## src/design/assert_macros.svh

```systemverilog
// Assertion macros shared by the image rotation address generator RTL.
// Every macro samples on clk and is disabled while rst is high.
`ifndef ASSERT_MACROS_SVH
`define ASSERT_MACROS_SVH

// Same-cycle implication: whenever ante holds, cons must hold too.
`define ASSERT_IMPL(label, ante, cons, msg) \
  label: assert property (@(posedge clk) disable iff (rst) (ante) |-> (cons)) \
    else $error(msg);

// Next-cycle implication: whenever ante holds, cons must hold in the cycle after.
`define ASSERT_NEXT(label, ante, cons, msg) \
  label: assert property (@(posedge clk) disable iff (rst) (ante) |=> (cons)) \
    else $error(msg);

`endif

```

## src/design/irag_pkg.sv

```systemverilog
// Shared types, register indexes, mode codes and width helpers for the
// image rotation address generator. No dependencies.
package irag_pkg;

  localparam int MAX_WIDTH_DEF  = 1024;
  localparam int MAX_HEIGHT_DEF = 1024;

  localparam int SIZE_W     = 11;  // frame and viewport size registers
  localparam int OFFS_W     = 10;  // viewport offset registers
  localparam int MODE_W     = 2;
  localparam int PIX_W      = 16;
  localparam int IDX_W      = 20;
  localparam int CFG_IDX_W  = 3;
  localparam int CFG_DATA_W = 11;
  localparam int M_DATA_W   = 40;  // dest_index + pixel_out, padded to bytes

  // Register indexes of the write port.
  localparam logic [CFG_IDX_W-1:0] REG_SOURCE_WIDTH  = 3'd0;
  localparam logic [CFG_IDX_W-1:0] REG_SOURCE_HEIGHT = 3'd1;
  localparam logic [CFG_IDX_W-1:0] REG_VIEW_LEFT     = 3'd2;
  localparam logic [CFG_IDX_W-1:0] REG_VIEW_TOP      = 3'd3;
  localparam logic [CFG_IDX_W-1:0] REG_VIEW_COLUMNS  = 3'd4;
  localparam logic [CFG_IDX_W-1:0] REG_VIEW_ROWS     = 3'd5;
  localparam logic [CFG_IDX_W-1:0] REG_ROTATION_MODE = 3'd6;

  // Rotation modes, clockwise.
  localparam logic [MODE_W-1:0] MODE_COPY   = 2'd0;
  localparam logic [MODE_W-1:0] MODE_ROT90  = 2'd1;
  localparam logic [MODE_W-1:0] MODE_ROT180 = 2'd2;
  localparam logic [MODE_W-1:0] MODE_ROT270 = 2'd3;

  typedef struct packed {
    logic [SIZE_W-1:0] source_width;
    logic [SIZE_W-1:0] source_height;
    logic [OFFS_W-1:0] view_left;
    logic [OFFS_W-1:0] view_top;
    logic [SIZE_W-1:0] view_columns;
    logic [SIZE_W-1:0] view_rows;
    logic [MODE_W-1:0] rotation_mode;
  } irag_cfg_t;

  typedef struct packed {
    logic emit;  // the pixel produces an output word
    logic last;  // it is the last emitted pixel of the frame
  } irag_flag_t;

  // Operand width of the index arithmetic: wide enough for every register
  // and for the clamped frame size.
  function automatic int irag_op_w(input int max_w, input int max_h);
    int ww;
    int hw;
    int r;
    ww = $clog2(max_w + 1);
    hw = $clog2(max_h + 1);
    r  = SIZE_W;
    if (ww > r) r = ww;
    if (hw > r) r = hw;
    return r;
  endfunction

endpackage

```

## src/design/irag_locate.sv

```systemverilog
// Position counters and viewport decode for the image rotation address
// generator. Depends on irag_pkg and assert_macros.svh.
`include "assert_macros.svh"
module irag_locate #(
  parameter int MAX_WIDTH  = irag_pkg::MAX_WIDTH_DEF,
  parameter int MAX_HEIGHT = irag_pkg::MAX_HEIGHT_DEF
) (
  input  logic                                             clk,
  input  logic                                             rst,
  input  logic                                             clear,
  input  logic                                             step,
  input  irag_pkg::irag_cfg_t                              cfg,
  output irag_pkg::irag_flag_t                             flag,
  output logic [irag_pkg::irag_op_w(MAX_WIDTH, MAX_HEIGHT)-1:0] op_a,
  output logic [irag_pkg::irag_op_w(MAX_WIDTH, MAX_HEIGHT)-1:0] op_b,
  output logic [irag_pkg::irag_op_w(MAX_WIDTH, MAX_HEIGHT)-1:0] addend
);
  import irag_pkg::*;

  localparam int COL_W = $clog2(MAX_WIDTH);
  localparam int ROW_W = $clog2(MAX_HEIGHT);
  localparam int OP_W  = irag_op_w(MAX_WIDTH, MAX_HEIGHT);

  logic [COL_W-1:0] col;
  logic [ROW_W-1:0] row;

  logic [OP_W-1:0] w, h, col_x, row_x, vl, vt, vc, vr;
  logic [OP_W-1:0] i, j, ew, eh, ri, rj;
  logic            in_view, wrap_col, wrap_row;

  // Frame size limited to 1..MAX.
  always_comb begin
    if (cfg.source_width == '0) begin
      w = OP_W'(1);
    end else if (OP_W'(cfg.source_width) > OP_W'(MAX_WIDTH)) begin
      w = OP_W'(MAX_WIDTH);
    end else begin
      w = OP_W'(cfg.source_width);
    end
    if (cfg.source_height == '0) begin
      h = OP_W'(1);
    end else if (OP_W'(cfg.source_height) > OP_W'(MAX_HEIGHT)) begin
      h = OP_W'(MAX_HEIGHT);
    end else begin
      h = OP_W'(cfg.source_height);
    end
  end

  assign col_x = OP_W'(col);
  assign row_x = OP_W'(row);
  assign vl    = OP_W'(cfg.view_left);
  assign vt    = OP_W'(cfg.view_top);
  assign vc    = OP_W'(cfg.view_columns);
  assign vr    = OP_W'(cfg.view_rows);

  assign j  = col_x - vl;
  assign i  = row_x - vt;
  assign rj = vc - j - OP_W'(1);
  assign ri = vr - i - OP_W'(1);

  assign in_view = (col_x >= vl) && (j < vc) && (row_x >= vt) && (i < vr);

  // Extent of the viewport that lies inside the frame, per axis.
  always_comb begin
    if (vl >= w) begin
      ew = '0;
    end else if (vc < w - vl) begin
      ew = vc;
    end else begin
      ew = w - vl;
    end
    if (vt >= h) begin
      eh = '0;
    end else if (vr < h - vt) begin
      eh = vr;
    end else begin
      eh = h - vt;
    end
  end

  // Index terms: dest_index = op_a * op_b + addend.
  always_comb begin
    flag.emit = in_view;
    flag.last = in_view && (i + OP_W'(1) == eh) && (j + OP_W'(1) == ew);
    case (cfg.rotation_mode)
      MODE_COPY: begin
        flag.emit = 1'b1;
        flag.last = (row_x == h - OP_W'(1)) && (col_x == w - OP_W'(1));
        op_a      = row_x;
        op_b      = w;
        addend    = col_x;
      end
      MODE_ROT90: begin
        op_a   = j;
        op_b   = vr;
        addend = ri;
      end
      MODE_ROT180: begin
        op_a   = ri;
        op_b   = vc;
        addend = rj;
      end
      MODE_ROT270: begin
        op_a   = rj;
        op_b   = vr;
        addend = i;
      end
      default: begin
        op_a   = '0;
        op_b   = '0;
        addend = '0;
      end
    endcase
  end

  assign wrap_col = (col_x + OP_W'(1)) >= w;
  assign wrap_row = (row_x + OP_W'(1)) >= h;

  always_ff @(posedge clk) begin
    if (rst || clear) begin
      col <= '0;
      row <= '0;
    end else if (step) begin
      if (wrap_col) begin
        col <= '0;
        row <= wrap_row ? '0 : row + ROW_W'(1);
      end else begin
        col <= col + COL_W'(1);
      end
    end
  end

  // Counters stay inside the frame, because every register write clears them.
  `ASSERT_IMPL(a_col_inside, 1'b1, col_x < w, "column counter outside the frame")
  `ASSERT_IMPL(a_row_inside, 1'b1, row_x < h, "row counter outside the frame")

endmodule

```

## src/design/image_rotate_address_gen_top.sv

```systemverilog
// Image rotation address generator, top level. Depends on irag_pkg,
// irag_locate and assert_macros.svh.
// An accepted pixel passes through stage one and then stage two, which holds its output word.
// Throughput: one pixel per cycle while the output word is empty or being taken; the index
// multiplier sits alone in the second stage, so the pipeline never blocks on it.
// Reset (synchronous, rst high) loads the register defaults and clears the
// position counters and both pipeline stages.
`include "assert_macros.svh"
module image_rotate_address_gen_top #(
  parameter int MAX_WIDTH  = irag_pkg::MAX_WIDTH_DEF,
  parameter int MAX_HEIGHT = irag_pkg::MAX_HEIGHT_DEF
) (
  input  logic                              clk,
  input  logic                              rst,
  // Register write port.
  input  logic                              wr_en,
  input  logic [irag_pkg::CFG_IDX_W-1:0]    wr_index,
  input  logic [irag_pkg::CFG_DATA_W-1:0]   wr_data,
  // Source pixels in raster order.
  input  logic                              s_tvalid,
  output logic                              s_tready,
  input  logic [irag_pkg::PIX_W-1:0]        s_tdata,   // [15:0] pixel_in
  // Destination words.
  output logic                              m_tvalid,
  input  logic                              m_tready,
  output logic [irag_pkg::M_DATA_W-1:0]     m_tdata,   // [19:0] dest_index,
                                                       // [35:20] pixel_out,
                                                       // [39:36] zero
  output logic                              m_tlast    // frame_last
);
  import irag_pkg::*;

  localparam int OP_W = irag_op_w(MAX_WIDTH, MAX_HEIGHT);

  // Register file. Any write to a known register also restarts the frame.
  irag_cfg_t cfg;
  logic      cfg_hit;

  always_ff @(posedge clk) begin
    if (rst) begin
      cfg.source_width  <= SIZE_W'(1024);
      cfg.source_height <= SIZE_W'(1024);
      cfg.view_left     <= '0;
      cfg.view_top      <= '0;
      cfg.view_columns  <= SIZE_W'(1024);
      cfg.view_rows     <= SIZE_W'(1024);
      cfg.rotation_mode <= MODE_COPY;
    end else if (wr_en) begin
      case (wr_index)
        REG_SOURCE_WIDTH:  cfg.source_width  <= wr_data;
        REG_SOURCE_HEIGHT: cfg.source_height <= wr_data;
        REG_VIEW_LEFT:     cfg.view_left     <= wr_data[OFFS_W-1:0];
        REG_VIEW_TOP:      cfg.view_top      <= wr_data[OFFS_W-1:0];
        REG_VIEW_COLUMNS:  cfg.view_columns  <= wr_data;
        REG_VIEW_ROWS:     cfg.view_rows     <= wr_data;
        REG_ROTATION_MODE: cfg.rotation_mode <= wr_data[MODE_W-1:0];
        default: ;
      endcase
    end
  end

  assign cfg_hit = wr_en && (wr_index <= REG_ROTATION_MODE);

  // Handshake. The pipeline moves whenever the output word is empty or is
  // being taken; the input side is ready whenever the first stage can move.
  logic advance, accept;
  logic s1_valid;

  assign advance  = !m_tvalid || m_tready;
  assign s_tready = !s1_valid || advance;
  assign accept   = s_tvalid && s_tready;

  // Stage one: position decode and the multiply operands.
  irag_flag_t      flag;
  logic [OP_W-1:0] op_a, op_b, addend;

  irag_locate #(
    .MAX_WIDTH  (MAX_WIDTH),
    .MAX_HEIGHT (MAX_HEIGHT)
  ) u_locate (
    .clk    (clk),
    .rst    (rst),
    .clear  (cfg_hit),
    .step   (accept),
    .cfg    (cfg),
    .flag   (flag),
    .op_a   (op_a),
    .op_b   (op_b),
    .addend (addend)
  );

  // Only pixels that produce a word enter the first stage; dropped pixels
  // just advance the counters.
  logic             s1_last;
  logic [OP_W-1:0]  s1_a, s1_b, s1_add;
  logic [PIX_W-1:0] s1_pix;

  always_ff @(posedge clk) begin
    if (rst) begin
      s1_valid <= 1'b0;
    end else if (s_tready) begin
      s1_valid <= accept && flag.emit;
    end
  end

  always_ff @(posedge clk) begin
    if (accept) begin
      s1_last <= flag.last;
      s1_a    <= op_a;
      s1_b    <= op_b;
      s1_add  <= addend;
      s1_pix  <= s_tdata;
    end
  end

  // Stage two: one multiply and add, kept to the low index bits.
  logic [2*OP_W-1:0] product;
  logic [IDX_W-1:0]  dest_next;
  logic [IDX_W-1:0]  dest_index;
  logic [PIX_W-1:0]  pixel_out;
  logic              frame_last;

  assign product   = s1_a * s1_b;
  assign dest_next = product[IDX_W-1:0] + IDX_W'(s1_add);

  always_ff @(posedge clk) begin
    if (rst) begin
      m_tvalid <= 1'b0;
    end else if (advance) begin
      m_tvalid <= s1_valid;
    end
  end

  always_ff @(posedge clk) begin
    if (advance && s1_valid) begin
      dest_index <= dest_next;
      pixel_out  <= s1_pix;
      frame_last <= s1_last;
    end
  end

  assign m_tdata = {{(M_DATA_W - IDX_W - PIX_W){1'b0}}, pixel_out, dest_index};
  assign m_tlast = frame_last;

  // In copy mode every accepted pixel must reach the first stage.
  `ASSERT_NEXT(a_copy_emits, accept && cfg.rotation_mode == MODE_COPY, s1_valid,
               "copy mode pixel was dropped")
  // A stalled first stage keeps its word.
  `ASSERT_NEXT(a_s1_hold, s1_valid && !advance, s1_valid && $stable(s1_pix),
               "stalled pipeline word was lost")

endmodule

```

## config.mk

```make
export PLATFORM = sky130hd
export DESIGN_NAME = image_rotate_address_gen_top
export DESIGN_NICKNAME = d
export VERILOG_FILES = /design/src/design/irag_pkg.sv /design/src/design/irag_locate.sv /design/src/design/image_rotate_address_gen_top.sv
export VERILOG_INCLUDE_DIRS = /design/src /design/src/design
export SDC_FILE = /design/constraint.sdc
export NUM_CORES = 1
export LEC_CHECK = 0
export BUFFER_PORTS_ARGS = -buffer_cell sky130_fd_sc_hd__buf_2
export CORE_UTILIZATION = 35
export CTS_CLUSTER_DIAMETER = 60
export DETAILED_ROUTE_END_ITERATION = 8
export PLACE_DENSITY = 0.59
export SKIP_LAST_GASP = 1
export SLEW_MARGIN = 5
export SYNTH_ARGS = -nofsm -noshare
export SYNTH_HDL_FRONTEND = slang
export SYNTH_SLANG_ARGS = --single-unit
export TNS_END_PERCENT = 20
```

## constraint.sdc

```tcl
create_clock -name clk -period 6.7 [get_ports clk]
set_input_delay 0 -clock clk [delete_from_list [all_inputs] [get_ports clk]]
set_output_delay 0 -clock clk [all_outputs]
set_load 0.02 [all_outputs]
```

Yosys cells after proc, flatten, opt, wreduce, memory -nomap -nowiden
Cells that the tools add are included. W data, S select, Z words.

Output and inout port bits: 43. Logic and storage cells: 105. Bits of input ports: 35. Flip-flop bits (word level): 175.

Reduce and logical (&&, ||, !) cells: 28. Add/sub/neg operators: 17. $lt $le $gt $ge: 13. Equal/unequal tests: 13. Multiplexer cells: 14. $mul: 1.

Operators with widths (count): $mux W11 (8); $pmux W11 S4 (2); $lt A11 B11 Y1 (4); $sub A11 B1 Y11 const B (4); $pmux W11 S3 (1); $add A10 B1 Y11 const B (2); $add A11 B1 Y11 const B (2); $eq A10 B11 Y1 (2); $eq A11 B11 Y1 (2); $ge A10 B11 Y1 (2); $ge A11 B11 Y1 (2); $gt A11 B11 Y1 const B (2); $logic_not A11 Y1 (2); $sub A10 B10 Y11 (2); $sub A11 B10 Y11 (2); $sub A11 B11 Y11 (2); $add A10 B1 Y10 const B (2); $add A20 B11 Y20 (1); $ge A10 B10 Y1 (2); $mul A11 B11 Y20 (1); $mux W10 (2); $reduce_and A2 Y1 (8); $logic_and A1 B1 Y1 (10); $eq A3 B3 Y1 const B (3); other kinds (11) (16).

Logic depth before layout (Yosys ltp)
Gate-level depths: netlist of run 1.

Depth after elaboration: 12. Mapped depth: 26. Gate-level depth less buffers: 25.

By module
From an unflattened synthesis of run 1, not the netlist that was laid out.

Cells, all modules: 1955. Area, all modules: 17210.3 sq um.

Modules (own cells, without submodules): image_rotate_address_gen_top (times used 1, seq. area each 3973.8 sq um, area an instance 9193.8 sq um, cells each 902); irag_locate (times used 1, seq. area each 400.4 sq um, area an instance 8016.4 sq um, cells each 1053).

Least setup slack after synthesis of run 1
OpenSTA, ideal clock, no wires.

Path type: register to register. From: reg, netlist name cfg[57]. To: reg s1_last (data pin). Setup slack: 1.159 ns. Stages on the path, launching flop included: 26. Clock period less this slack: 5.541 ns. Setup time: 0.180 ns. Path buffers: 0. Data required time: 6.520 ns. Arrival: 5.361 ns. Cells stage by stage: dfxtp_1 nor4_1 nand2_1 or4_1 nor2_1 o21ai_0 ha_1 inv_1 fa_1 nand3_1 a211oi_1 a2111oi_0 or3_1 and2_1 ha_1 a2111oi_0 o21ai_1 o32ai_4 mux2_2 xor2_1 nand4b_1 o311ai_0 o221ai_1 a2111oi_2 nand4_1 o41ai_2.

RTL lines: to (signal assigned) (line image_rotate_address_gen_top.sv:108) `s1_last <= flag.last;`; to (decl) (line image_rotate_address_gen_top.sv:94) `logic s1_last;`.

==> results.md, run 1 <==
* Clk root buf: clkbuf_16
* Pwr Density at 198.9 nW/um2
* RSZ-0062 raised after global routing: false
* Crit path buf inv count at 2
* Initial drt markers at 916
* Area Growth Syn to Fin at 11.46%
* Ys flop type: dfxtp_1
* I/O pin count at 78
* Worst setup EP type: flip-flop
* Min-Delay Path Class: input pin to flip-flop
* H-Tree Depth at 4
* Final min period at 6.249 ns
* P_int at 2.446 mW
* Rows at 80
* Diode count at 0
* # DRC at 0
* Final hold vios at 0
* Die area at 49660 um2
* Post-synthesis sequential element count at 175
* Most frequent cells in the layout: 291 x nand2_1, 234 x inv_1, 181 x ha_1
* Status: finished, final reports clean
* Final Instance Area at 19030 um2
* Post-DP HPWL at 39520 um
* Clock tree from TritonCTS: yes
* Tcrit/Tclk final at 0.9327
* Via Count at 14245
* Max FO, Critical Path at 8
* Slew headroom at 0.3005
* First-pass DRT Iterations at 6
* Top cell family by delay on the critical path: compound AO/OA/AOI/OAI gates
* Core area at 47950 um2
* Antenna-violating nets left at 0
* Initial antenna violation count at 0
* Netlist cell types at 94
* Final Max Tran Viols at 0
* Area leader, netlist: edfxtp_1
* CP Class: flip-flop to flip-flop
* CP max stage delay at 0.47 ns
* Clock Sinks at 175
* Die Y at 222.8 um
* Worst Max-Slew Pin Slew at 1.041 ns
* Setup violators final at 0
* Global-route wire length before repair at 77790 um
* Max Freq at 0.1600 GHz
* Synth Area per Inst at 8.740 um2
* Logic pwr share at 0.377
* Clock Latency Late Sink at 0.46 ns
* Gate Count Post-Synth at 1953
* All-layer global routing usage at 0.2042
* Final net count at 2333
* Async S/R FF share, synth at 0
* Sw frac at 0.3537
* Post-synthesis sequential area ratio at 0.2563
* CP max stage cell: or4_1
* VDD IR max at 0.1686 mV
* Area contributors post-synth: edfxtp_1 15%, ha_1 13%, fa_1 11%, dfxtp_1 10%, nand2_1 6.4%
* Area occupied by multi-input gates at 11470 um2
* Crit path arrival time at 6.53 ns
* Wire per inst at 18.85 um
* Buffers on Ports at 73
* Filler cells at 4825
* Synth warnings at 0
* Vias in the first global route at 13992
* Setup crit start kind: flip-flop
* Clock Skews at 0.01601 ns
* Clock-pin slew on the worst setup and hold paths at 0.08 ns
* Drt total wl at 49950 um
* Ratio of cells with drive above 1 in the final layout at 0.09882
* Required time of the critical path at 6.98 ns
* Register area at 4377 um2
* Starting density of the core at 0.3560
* Placed inst area at 18050 um2
* Post-synth design cell area at 17070 um2
* Most common cell after layout, fill and taps aside: nand2_1
* Largest net degree at the start of global routing at 70
* Share of power burned in registers at 0.339
* Net switching power at 1.339 mW
* Die Wd at 222.8 um
* Via density at 5.378
* CTS Buffer Depth at 2
* Post-synth top area share at 0.1531
* LEAKAGE at 8.238 nW
* Grt ovf at 0
* Max-cap violation count at 0
* CTS buffer count at 17
* Setup TNS at 0 ns
* Clock share of power at 0.284
* RD Place Congestion at 0.9891
* EDFF count, synth at 87
-- state kept, by name, summed over array words and instances (netlist names) --
| name | cells |
|---|---|
| s1_add | 11 |
| pixel_out | 16 |
| cfg | 66 |
| m_tlast | 1 |
| s1_pix | 16 |
| s1_last | 1 |
| u_locate.col | 10 |
| s1_a | 11 |
| dest_index | 20 |
| m_tvalid | 1 |
| s1_b | 11 |
| u_locate.row | 10 |
| s1_valid | 1 |
-- metrics by stage --
| step | setup slack [ns] | cells | utilization | power (mW) | hold WS (ns) |
|---|---|---|---|---|---|
| detailed placement | 0.1983 | 2583 | 0.3764 | 2.690 | 0.1784 |
| floorplan | 1.159 | 1956 | - | 2.362 | 0.09887 |
| global placement | 0.4013 | 2583 | 0.3764 | 2.662 | 0.1781 |
| finish | 0.4509 | 2649 | 0.3968 | 3.785 | 0.08704 |
| CTS | 0.1550 | 2645 | 0.3958 | 3.795 | 0.04042 |
| global route | 0.08012 | 2649 | 0.3968 | 4.030 | 0.08870 |
-- cell usage after synthesis (19+ instances only) --
| cell type | count |
|---|---|
| edfxtp_1 | 87 |
| clkbuf_1 | 67 |
| dfxtp_1 | 88 |
| nor3_1 | 29 |
| mux4_2 | 19 |
| and2_1 | 45 |
| a21oi_1 | 144 |
| a21o_1 | 23 |
| fa_1 | 96 |
| o21ai_0 | 60 |
| nand2_1 | 291 |
| ha_1 | 181 |
| nand3_1 | 36 |
| inv_1 | 235 |
| xnor2_1 | 84 |
| xor2_1 | 41 |
| a211oi_1 | 19 |
| nor2b_1 | 20 |
| nor2_1 | 96 |
-- power groups by stage --
stage               Combinational [mW]  Clock [mW]  Sequential [mW]
floorplan                         1.03           0             1.33
global route                      1.60        1.14             1.29
CTS                               1.41        1.10             1.28
detailed placement                1.38           0             1.31
global placement                  1.36           0             1.30
finish                            1.43        1.08             1.28
-- routing by layer --
layer | vias up | wire length (um) | GRT usage
li1 | 6797 | - | -
met1 | 6941 | 22540 | 0.2677
met2 | 425 | 23280 | 0.3372
met3 | 82 | 2719 | 0.03451
met4 | 0 | 1408 | 0.07319
met5 | - | 0 | 0
-- logic make-up after synthesis --
family,count (synthesis),share of synthesized area
mux,34,0.03519
other cells,1,0.0002197
fa+ha+maj,277,0.2453
flops,175,0.2563
buf+inv,323,0.07308
compound gates,382,0.1469
simple gates,632,0.1748
xor+xnor,129,0.06832
-- tightest hold or removal path, cell delays in order --
cell and delay, ns:
buf_2 0.14, nand3_1 0.19, mux2i_1 0.11, nor2_1 0.08
-- cell type report --
class,instances,share of cell area
clock buffer,21,0.02532
clock inverter,11,0.007694
inverter,239,0.04715
multi-input combinational,1458,0.6031
sequential,175,0.2300
tap,615,0.04044
timing repair buffer,130,0.04630
-- timing repair --
item / CTS / global route
hold endpoints to repair: 84 / 0
hold buffers: 30 / 0
buffers inserted: 0 / 4
gates resized for setup: 0 / 4
setup endpoints to repair: 0 / 1
-- path summary, 6_finish.rpt --
path / start / endpoint / slack [ns] / cells after the start
hold reg to reg: s1_pix[10] / pixel_out[10] / 0.42 / 0
setup reg to reg: cfg[57] / s1_last / 0.45 / 26
hold / removal: wr_index[2] / cfg[1] / 0.09 / 4
setup / recovery: cfg[57] / s1_last / 0.45 / 26
Power figures use the tool's default switching activity.
==> inputs of run 2 (changes only) <==
Settings changed: BUFFER_PORTS_ARGS -buffer_cell sky130_fd_sc_hd__buf_2 to -buffer_cell sky130_fd_sc_hd__buf_4.
==> run 2 against run 1 <==
Cell area is 0.76% higher. First-iteration DRC count is 12% lower. Combinational power hardly changed.
==> results.md, run 2 (synthesis gave the netlist of run 1 again) <==
* Initial drt markers at 810
* Post-DP HPWL at 39600 um
* Required time of the critical path at 6.97 ns
* Ratio of cells with drive above 1 in the final layout at 0.09700
* Grt ovf at 0
* Max FO, Critical Path at 9
* Tcrit/Tclk final at 0.9330
* Core area at 47950 um2
* Clock-pin slew on the worst setup and hold paths at 0.07 ns
* Wire per inst at 18.96 um
* LEAKAGE at 8.267 nW
* Final net count at 2330
* CTS buffer count at 17
* Antenna-violating nets left at 0
* Hold Path Origin: wr_index[2]
* Filler cells at 4783
* All-layer global routing usage at 0.2048
* Buffers on Ports at 73
* Setup violators final at 0
* Status: finished, final reports clean
* Inst Count DP at 2583
* Die Wd at 222.8 um
* Clock Latency Late Sink at 0.46 ns
* RD Place Congestion at 0.9977
* Starting density of the core at 0.3560
* VDD IR max at 0.1627 mV
* Most frequent cells in the layout: 291 x nand2_1, 234 x inv_1, 181 x ha_1
* Reg2reg end: s1_last
* Max reg flops at 66
* Global-route wire length before repair at 77670 um
* Finished Layout Cells at 2646
* Vias in the first global route at 14009
* Clock tree from TritonCTS: yes
* Worst setup EP type: flip-flop
* Clk root buf: clkbuf_16
* Largest regs: cfg (66), dest_index (20)
* Worst hold endpoint: cfg[0]
* Die Y at 222.8 um
* RSZ-0062 raised after global routing: false
* Final hold vios at 0
* Area Growth Syn to Fin at 12.31%
* Final Instance Area at 19170 um2
* CTS Buffer Depth at 2
* Die area at 49660 um2
* Register area at 4377 um2
* Initial antenna violation count at 0
* Register-to-register setup slack at 0.45 ns
* Setup crit start kind: flip-flop
* Register with the most flip-flops: cfg
* Clock Sinks at 175
* Final Max Tran Viols at 0
* Reg2reg start: cfg[57]
* I/O pin count at 78
* WHS Path Cells at 4
* Utilization after layout at 0.3998
* Max-cap violation count at 0
* Slew headroom at 0.3578
* H-Tree Depth at 4
* Rows at 80
* Area occupied by multi-input gates at 11470 um2
* Diode count at 0
* Clock Skews at 0.01189 ns
* Worst Max-Slew Pin Slew at 0.9560 ns
* CP Class: flip-flop to flip-flop
* Most common cell after layout, fill and taps aside: nand2_1
* # DRC at 0
* R2R depth at 26
* Crit path arrival time at 6.52 ns
* Max Freq at 0.1600 GHz
* Pwr Density at 197.4 nW/um2
* First-pass DRT Iterations at 6
* Via Count at 14128
* Final min period at 6.251 ns
* Placed inst area at 18230 um2
* Largest net degree at the start of global routing at 71
* Min-Delay Path Class: input pin to flip-flop
* Via density at 5.339
* Drt total wl at 50180 um
* Setup TNS at 0 ns
-- run 2: changes by cell type in the layout (fill, tap and decap cells not counted), sizes merged --
cell / delta
clkinv: -3
clkinvlp: +3
clkbuf: -2
buf: -3
inv: +1
bufinv: +1
-- run 2: final cells by class --
type,instances,area share
clock buffers,19,0.02258
flip-flops and latches,175,0.2283
well taps,615,0.04014
clock inverters,13,0.009334
inverters,239,0.04680
multi-input cells,1458,0.5985
repair buffers,127,0.05430
-- run 2: critical path, cell delays in order (launching register included) --
cell and delay [ns]:
dfxtp_1 0.34, nor4_2 0.33, nand2_1 0.14, or4_1 0.47, nor2_1 0.17, o21ai_1 0.16
ha_1 0.24, inv_1 0.07, fa_1 0.20, nand3_1 0.10, a211oi_1 0.28, a2111oi_0 0.14
or3_1 0.38, and2_1 0.15, ha_1 0.22, a2111oi_0 0.26, o21ai_1 0.18, o32ai_4 0.32
buf_12 0.16, mux2_2 0.37, xor2_1 0.14, nand4b_1 0.10, o311ai_0 0.14, o221ai_1 0.23
a2111oi_2 0.25, nand4_1 0.15, o41ai_2 0.35
-- run 2: how the worst max path moves through the flow --
| stage | endpoint | from | cells after the start |
|---|---|---|---|
| after floorplan | s1_last | cfg[57] | 25 |
| after CTS | s1_last | cfg[57] | 25 |
| after global placement | s1_last | cfg[57] | 25 |
| after detailed placement | s1_last | cfg[57] | 25 |
| after global routing | s1_last | cfg[57] | 26 |
| final | s1_last | cfg[57] | 26 |
-- run 2: what timing repair did --
action / CTS / global route
setup endpoints to repair: 0 / 1
buffers inserted: 0 / 1
endpoints found under the hold margin: 84 / 0
resized for setup: 0 / 4
hold buffers: 30 / 0
-- run 2: routing by layer --
| layer | share of wire | global-route usage | vias up |
|---|---|---|---|
| li1 | - | - | 6786 |
| met1 | 0.44 | 0.2705 | 6856 |
| met3 | 0.058 | 0.03042 | 76 |
| met4 | 0.032 | 0.07898 | 0 |
| met5 | 0 | 0 | - |
| met2 | 0.47 | 0.3364 | 410 |
-- run 2: through the flow --
stage / power, mW / hold slack (ns) / worst slack (ns)
after floorplan: 2.362 / 0.09887 / 1.159
after global placement: 2.696 / 0.1790 / 0.5445
after detailed placement: 2.714 / 0.1793 / 0.3373
after CTS: 3.811 / 0.02260 / 0.3302
after global routing: 4.031 / 0.07200 / 0.02640
final: 3.784 / 0.06649 / 0.4489
-- run 2: power by group --
group | switching (mW) | total, mW | leakage, nW | internal [mW]
registers | 0.0502 | 1.28 | 1.56 | 1.23
logic | 0.811 | 1.44 | 6.41 | 0.627
clock network | 0.466 | 1.06 | 0.290 | 0.596
total | 1.33 | 3.78 | 8.27 | 2.46
